$ cat src/sv/spq_pkg.sv
// shared types, sizes and codes for the sorted priority queue
package spq_pkg;

    localparam int DEPTH    = 128;
    localparam int TAG_BITS = 16;
    localparam int KEY_W    = 16;
    localparam int POS_W    = 7;
    localparam int CNT_W    = $clog2(DEPTH + 1);
    localparam int GRP      = 16;
    localparam int NGRP     = (DEPTH + GRP - 1) / GRP;

    typedef logic [KEY_W-1:0]    t_key;
    typedef logic [TAG_BITS-1:0] t_tag;
    typedef logic [CNT_W-1:0]    t_cnt;

    typedef enum logic [1:0] {
        ST_OK     = 2'd0,
        ST_FULL   = 2'd1,
        ST_BADPOS = 2'd2
    } t_status;

    typedef enum logic {
        REQ_INSERT = 1'b0,
        REQ_REMOVE = 1'b1
    } t_req;

    typedef enum logic {
        S_IDLE = 1'b0,
        S_OUT  = 1'b1
    } t_state;

    // broadcast to every cell in the cycle a beat is taken
    typedef struct packed {
        logic ins;
        logic rem;
        t_key key;
        t_tag tag;
    } t_cell_ctl;

endpackage

$ cat src/sv/spq_cell.sv
// one storage cell of the sorted chain: holds an entry and shifts with its neighbors
module spq_cell (
    input  logic              i_clk,
    input  spq_pkg::t_cell_ctl i_ctl,
    input  logic              i_occ,
    input  logic              i_shift_up,
    input  logic              i_prev_ge,
    input  spq_pkg::t_key     i_prev_key,
    input  spq_pkg::t_tag     i_prev_tag,
    input  spq_pkg::t_key     i_next_key,
    input  spq_pkg::t_tag     i_next_tag,
    output logic              o_ge,
    output spq_pkg::t_key     o_key,
    output spq_pkg::t_tag     o_tag
);

    spq_pkg::t_key r_key, n_key;
    spq_pkg::t_tag r_tag, n_tag;

    // empty cells count as not smaller, so the first free slot takes the entry
    assign o_ge = !i_occ || (r_key >= i_ctl.key);

    always_comb begin
        n_key = r_key;
        n_tag = r_tag;
        if (i_ctl.ins && o_ge) begin
            if (i_prev_ge) begin
                n_key = i_prev_key;
                n_tag = i_prev_tag;
            end else begin
                n_key = i_ctl.key;
                n_tag = i_ctl.tag;
            end
        end else if (i_ctl.rem && i_shift_up) begin
            n_key = i_next_key;
            n_tag = i_next_tag;
        end
    end

    always_ff @(posedge i_clk) begin
        r_key <= n_key;
        r_tag <= n_tag;
    end

    assign o_key = r_key;
    assign o_tag = r_tag;

endmodule

$ cat config.mk
export PLATFORM = sky130hd
export DESIGN_NAME = spq_cell
export DESIGN_NICKNAME = d
export VERILOG_FILES = /design/src/sv/spq_pkg.sv /design/src/sv/spq_cell.sv
export SDC_FILE = /design/constraint.sdc
export NUM_CORES = 1
export LEC_CHECK = 0
export BUFFER_PORTS_ARGS = -buffer_cell sky130_fd_sc_hd__clkbuf_2
export CAP_MARGIN = 20
export CORE_MARGIN = 1
export CORE_UTILIZATION = 31
export DETAILED_ROUTE_END_ITERATION = 6
export PLACE_DENSITY = 0.62
export SETUP_SLACK_MARGIN = 0.02
export SYNTH_ARGS = -nofsm -noshare
export SYNTH_HDL_FRONTEND = slang
export SYNTH_SLANG_ARGS = --single-unit
export TNS_END_PERCENT = 20
$ cat constraint.sdc
create_clock -name i_clk -period 3.75 [get_ports i_clk]
set_input_delay 0.1875 -clock i_clk [delete_from_list [all_inputs] [get_ports i_clk]]
set_output_delay 0.1875 -clock i_clk [all_outputs]
set_load 0.01 [all_outputs]
=== After elaboration in Yosys (flattened, before gate mapping) ===
Index checks and enable logic that the tools add are counted.

* Flip-flop bits (word level): 32
* Output and inout port bits: 33
* Word-level logic and storage cells: 14

* Order comparisons: 1
* Mux-type cells: 6
* Reduce and logical (&&, ||, !) cells: 5

{| class="wikitable"
|+ Operators with widths
! cell !! count
|-
| $mux 16 || 6
|-
| $ge 16x16->1 || 1
|-
| $logic_and 1x1->1 || 2
|-
| $reduce_bool 2->1 || 1
|-
| $logic_not 1->1 || 1
|-
| $logic_or 1x1->1 || 1
|}

=== Depth between registers and ports, before layout ===
Gate-level depths: netlist of the first run.

* Depth after elaboration: 4
* Mapped depth: 8
* Gate-level depth less buffers: 7

=== Least setup slack after synthesis of the first run ===
OpenSTA, ideal clock, no wires.

* Path type: register -> register
* Start point: reg r_key[11] (netlist: o_key[11])
* End point: reg r_key[0] (netlist: o_key[0]), enable pin
* Arrival: 2.408 ns
* Required time: 3.362 ns
* Path slack: 0.954 ns
* Stages on the path, launching flop included: 8
* Buffers on the path: 1
* Clock period less this slack: 2.796 ns
* Cells stage by stage: edfxtp_1 -> ha_1 -> nand4_1 -> nor3_1 -> a31oi_2 -> a21boi_2 -> buf_6 -> a21o_1

* Cells in the longest elaborated chain, start to end: 4

{| class="wikitable"
|+ Ends and longest elaborated chain
! what !! line !! RTL
|-
| from (decl) || spq_cell.sv:17 || <nowiki>spq_pkg::t_key r_key, n_key;</nowiki>
|-
| from (signal assigned) || spq_cell.sv:41 || <nowiki>r_key <= n_key;</nowiki>
|-
| $ge 16x16->1 || spq_cell.sv:21 || <nowiki>assign o_ge = !i_occ || (r_key >= i_ctl.key);</nowiki>
|-
| $logic_or 1x1->1 || spq_cell.sv:21 ||
|-
| $logic_and 1x1->1 || spq_cell.sv:26 || <nowiki>if (i_ctl.ins && o_ge) begin</nowiki>
|-
| $reduce_bool 2->1 (no line) || n/a ||
|}

Every way passes these cells.
A chain may end at the register's enable or synchronous reset.

=== Worst setup path in the final report of the first run ===
* Start point: reg r_key[11] (netlist: o_key[11])
* End point: reg r_key[3] (netlist: o_key[3]), enable pin

Same word-level chain as after synthesis.

==> results of run 1 <==
[power groups by stage]
stage | clock, mW | sequential [mW] | combinational (mW)
2_1_floorplan | 0 | 0.495 | 0.174
3_3_place_gp | 0 | 0.474 | 0.316
3_5_place_dp | 0 | 0.476 | 0.321
4_1_cts | 0.258 | 0.468 | 0.324
5_1_grt | 0.271 | 0.471 | 0.352
6_report | 0.242 | 0.467 | 0.316
[metrics by stage]
step           area [sq um]  instances
2_1_floorplan          2230        177
3_3_place_gp           3000        403
3_5_place_dp           3000        403
4_1_cts                3080        411
5_1_grt                3080        411
6_report               3080        411
[registers in the layout, summed over array words and instances (netlist names)]
| name | flops |
|---|---|
| o_key | 16 |
| o_tag | 16 |
[layout make-up]
type / instances / area, sq um
Fill cell: 664 / 3790
Multi-Input combinational cell: 121 / 1160
Sequential cell: 32 / 961
Timing Repair Buffer: 138 / 701
Tap cell: 96 / 120
Clock buffer: 7 / 76.3
Inverter: 16 / 60.1
Clock inverter: 1 / 3.75
[logic make-up after synthesis]
logic type      count (synthesis)  synth area share
fa+ha+maj                      16            0.0899
mux                            49             0.297
simple gates                   27            0.0534
buf+inv                        24            0.0506
flops                          32             0.431
compound gates                 29            0.0781
[final timing paths]
path / endpoint / slack [ns]
worst min-delay path: o_tag[5]$_DFFE_PP_ / 0.21
worst min register to register: o_key[15]$_DFFE_PP_ / 1.43
worst max register to register: o_key[3]$_DFFE_PP_ / 1.26
worst max-delay path: o_key[3]$_DFFE_PP_ / 1.26
[worst reg2reg max path, cell delays in order, from the launching register on]
cell and delay (ns):
edfxtp_1 0.40, ha_1 0.33, nand4_1 0.15, nor3_1 0.26, a31oi_2 0.16, a21boi_4 0.15, buf_4 0.33, a21o_1 0.16
buf_4 0.24
[per-layer routing]
metal | part of all wire | GRT usage | vias up
met5 | 0 | 0 | -
met4 | 0.0071 | 0.0364 | 0
met3 | 0.071 | 0.0371 | 5
met2 | 0.52 | 0.271 | 75
met1 | 0.40 | 0.155 | 840
li1 | - | - | 924
[placed cells by master (no fill, tap or decap), types with 3 or more instances in the layout]
| cell | netlist | routed |
|---|---|---|
| clkbuf_2 | 0 | 134 |
| nand4_1 | 3 | 3 |
| a21oi_1 | 3 | 3 |
| edfxtp_1 | 32 | 32 |
| o21ai_0 | 19 | 19 |
| ha_1 | 16 | 16 |
| nand2_1 | 17 | 17 |
| inv_1 | 16 | 16 |
| buf_4 | 0 | 4 |
| mux2_4 | 29 | 29 |
| mux2_2 | 20 | 20 |
| clkbuf_8 | 0 | 5 |
==> flow_summary.toml, run 1 <==
[routing]
dr.first_iter.drc_count = 36
drc = 0
vias = 1844
antenna_left = 0
dr.pass1.iters = 4
routed_wl_um = 5200
via_per_inst = 4.49
wl_per_cell_um = 12.7

[critical_path]
critical-path-top-delay-family = "buffers and inverters"
crit_type = "reg2reg"
timing.rr.start = "o_key[11]$_DFFE_PP_"
path_common_cell = "buf_4"
r2r_cells = 8
required_ns = 3.71
cpMaxStageDelayCell = "edfxtp_1"
worstSetupStartpointType = "flop"
critPathMaxFanout = 19
worstSetupPathDepth = 8
end_kind = "flop"
crit_buf_inv = 2
critPathMaxStageDelay_ns = 0.40
critical_path.cell_chain = "ha_1, nand4_1, nor3_1, a31oi_2, a21boi_4, buf_4, a21o_1, buf_4"
cp-startpoint = "o_key[11]$_DFFE_PP_"
worstPathArrival_ns = 2.45

[floorplanning]
dieArea_sq_um = 7530
die-height_um = 86.8
pin_count = 135
coreArea_sq_um = 6870
chipWidth_um = 86.8
floorplan.initialDensity = 0.324
rows = 30

[final_layout]
num_antenna_cells = 0
fin_util = 0.449
drive_gt1_frac = 0.616
synthToLayoutAreaGrowth_pct = 38.4
nets = 432

[grt]
grt_pass1_vias = 1820
grt_first_pass_wirelength_um = 8130
grt_max_degree = 48
antenna_found_initial = 0
overflow = 0
grt_usage = 0.142

[power_and_ir_drop]
power.share.sequential = 0.455
switching_share = 0.268
total_power_mw = 1.03
ir_drop_mv = 0.154
switching_power_uw = 275
powerDensity_nw_per_um2 = 333
cellInternalPower_uw = 751
clockPowerShare = 0.236
leakage_nw = 1.55
p_comb_frac = 0.308

[synthesis]
ys_ff_latch = 32
syn_area_sq_um = 2230
synthArstFlopShare = 0
ys_warn_count = 0
synthCells = 177
synthFlopType = "edfxtp_1"
seq_area_frac_synth = 0.431
yosysMostFrequentCell = "edfxtp_1"
synth_top_area_share = 0.431
synth_area_per_cell_sq_um = 12.6
synthTopCellsByArea = "edfxtp_1 (43%), mux2_4 (20%), mux2_2 (10%)"
synth.distinct_cells = 23
synth_top_area_cell = "edfxtp_1"
synth_edf_count = 32
yosys-top-cells-count = "edfxtp_1 (32), mux2_4 (29), mux2_2 (20)"
synth_nets = 295

[hold_path]
hp-class = "in2reg"
min-delay-start = "i_next_tag[5]"
hold_depth = 2

[sta]
finClkSkew_ns = 0.00187
hold_viol = 0
period_share = 0.663
setup_violations = 0
relSlewSlack = 0.360
tightest_slew_ns = 0.960
rsz0062_at_grt = "no"
hold_ws_ns = 0.212
period_needed_ns = 2.49
setup_tns_ns = 0
fmax_mhz = 402
fin_ws_ns = 1.26
timing.final.max_slew_violations = 0

[clocking]
cts-root-buf = "clkbuf_8"
cts_buffers = 5
cts_setup_buffers = 0
cts_max_level = 2
cts_tree = "built"
cts_hold_buf = 0
cts_resized = 0
cts.path.max_buffers = 2
clock_latency_ns = 0.27
cts.clk_slew.worst_paths_ns = 0.06
numClockSinks = 32

[placed_design]
dp_slack_ns = 1.21
portBuffers = 134
dp_hpwl_um = 4260
place.gp.congestion = 0.718

[run]
maxCapViolCount = 0

[status]
run_status = "completed"
(Power assumes the default switching activity.)
==> run 2: changes to the inputs <==
Settings changed: ABC_AREA from default to 1, PLACE_DENSITY 0.62 to 0.61.
Clock period 3.75 ns to 2.4 ns, I/O delays scaled along.
==> run 2 against run 1 <==
  * Sequential power increased by 58%
  * Die area increased by 2.1%
  * Setup slack got worse by 1.0 ns
==> flow_summary.toml, run 2 <==
[sta]
period_needed_ns = 2.17
period_share = 0.903
fmax_mhz = 461
timing.final.max_slew_violations = 0
hold_viol = 0
rsz0062_at_grt = "no"
setup_violations = 0
finClkSkew_ns = 0.00573
setup_tns_ns = 0
tightest_slew_ns = 0.871
relSlewSlack = 0.419

[clocking]
cts-root-buf = "clkbuf_8"
cts.path.max_buffers = 2
cts_max_level = 2
cts_buffers = 5
cts_setup_buffers = 0
numClockSinks = 32
cts_tree = "built"
cts.clk_slew.worst_paths_ns = 0.07
clock_latency_ns = 0.28

[status]
run_status = "completed"

[synthesis]
synthArstFlopShare = 0
synth_edf_count = 32
muxShareOfSynthArea = 0.0841
synth_fa_ha_area_frac = 0.0880
synthFlopType = "edfxtp_1"
synthCells = 266
synth_xor_area_frac = 0
yosysMostFrequentCell = "nand2_1"
syn_area_sq_um = 2280
yosys-top-cells-count = "nand2_1 (89), edfxtp_1 (32), nand3_1 (32)"
synth_top_area_share = 0.422
synthTopCellsByArea = "edfxtp_1 (42%), nand2_1 (15%), ha_1 (8.8%)"
synth_nets = 384
ys_ff_latch = 32
synth.distinct_cells = 21
synth-compound-area-share = 0.0555
synth_area_per_cell_sq_um = 8.56
ys_warn_count = 0
synth_top_area_cell = "edfxtp_1"
synth_top_family_by_area = "simple AND/OR/NAND/NOR gates"
seq_area_frac_synth = 0.422
yosys.area_share.simple = 0.268

[power_and_ir_drop]
ir_drop_mv = 0.216
leakage_nw = 1.66
powerDensity_nw_per_um2 = 531

[final_layout]
fillers = 701
num_antenna_cells = 0
final_common_cell = "clkbuf_2"
drive_gt1_frac = 0.442
nets = 516
final_cell_mix = "clkbuf_2 (134), nand2_1 (88), nand3_1 (32), edfxtp_1 (32), inv_1 (22)"
synthToLayoutAreaGrowth_pct = 35.7
stdcell_area_sq_um = 3090

[routing]
dr.pass1.iters = 4
via_per_inst = 4.47
wl_per_cell_um = 11.8
vias = 2210
antenna_left = 0
drc = 0
routed_wl_um = 5830
dr.first_iter.drc_count = 79

[grt]
grt_first_pass_wirelength_um = 8870
antenna_found_initial = 0
overflow = 0
grt_pass1_vias = 1970
grt_usage = 0.150
grt_max_degree = 42

[floorplanning]
dieArea_sq_um = 7690
die-height_um = 87.7
floorplan.initialDensity = 0.328
rows = 30
pin_count = 135
coreArea_sq_um = 6940
chipWidth_um = 87.7

[critical_path]
end_kind = "output port"
critPathMaxFanout = 33
cp-startpoint = "o_key[3]$_DFFE_PP_"
timing.rr.start = "o_key[3]$_DFFE_PP_"
timing.critical_path.to = "o_ge"
rrSetupSlack_ns = 0.27
worstPathArrival_ns = 2.05
required_ns = 2.28
r2r_end = "o_tag[4]$_DFFE_PP_"
crit_type = "reg2out"
r2r_cells = 12
worstSetupStartpointType = "flop"

[run]
maxCapViolCount = 0

[placed_design]
dp_hpwl_um = 4480
portBuffers = 134
dpl_cell_area_sq_um = 3010
place.gp.congestion = 0.840

[hold_path]
hp-class = "in2reg"
hold_depth = 3
-- run 2: changes by cell type after synthesis, moves of 4 or more --
cell	previous run	this run
inv_1	16	22
nand3_1	2	32
buf_4	0	5
nand2_1	17	89
nor2_1	1	5
o21ai_0	19	15
mux2_4	29	0
nand2_2	0	10
-- run 2: layout make-up --
type	instances	area [sq um]	share of cell area
Sequential cell	32	961	0.311
Timing Repair Buffer	140	719	0.233
Tap cell	96	120	0.0389
Inverter	22	82.6	0.0267
Clock inverter	2	7.51	0.00243
Multi-Input combinational cell	197	1130	0.366
Clock buffer	5	68.8	0.0223
-- run 2: where the power goes --
group          switching [mW]  leakage, nW  internal (mW)
clock                   0.190       0.0391          0.191
sequential             0.0284        0.318          0.711
combinational           0.293         1.30          0.226
-- run 2: kinds of logic (layout without fill, tap and decap cells) --
group	after synthesis	count (layout)
fa+ha+maj	16	16
simple gates	140	140
mux	17	17
flops	32	32
compound gates	24	24
buf+inv	37	169
-- run 2: layer usage --
metal,wire length [um],track usage,vias up
met1,2610,0.189,969
met5,0,0,-
met2,2830,0.261,86
met3,340,0.0330,4
li1,-,-,1151
met4,48,0.0373,0
-- run 2: worst min-delay path by stage --
stage	slack, ns	from	endpoint
after floorplan	0.29	i_next_tag[10]	o_tag[10]$_DFFE_PP_
after global placement	0.39	i_next_tag[13]	o_tag[13]$_DFFE_PP_
after detailed placement	0.39	i_next_tag[11]	o_tag[11]$_DFFE_PP_
after CTS	0.1	i_next_tag[11]	o_tag[11]$_DFFE_PP_
after global routing	0.09	i_next_tag[11]	o_tag[11]$_DFFE_PP_
final	0.10	i_next_tag[11]	o_tag[11]$_DFFE_PP_
-- run 2: stage by stage --
stage                     power (mW)  hold WS, ns  setup slack [ns]   util  instances
final                           1.64        0.100             0.233  0.445        494
after global routing            1.75       0.0949             0.100  0.445        494
after floorplan                 1.07        0.293             0.181      -        266
after CTS                       1.66       0.0954             0.113  0.444        494
after detailed placement        1.28        0.391             0.253  0.433        487
after global placement          1.27        0.389             0.343  0.433        487
-- run 2: repair_timing --
action,in CTS,in global routing
setup endpoints to repair,0,1
resized for setup,0,1
hold buffers,0,0
-- run 2: critical path: stages (launching register included) --
cell and delay, ns:
edfxtp_1 0.39, ha_1 0.31, nand2_1 0.08, nor2_1 0.11, nor2_1 0.05, nand2_1 0.06
nand2_1 0.05, nand2_1 0.08, nand2_1 0.10, nand2_4 0.09, buf_6 0.26, clkbuf_2 0.18
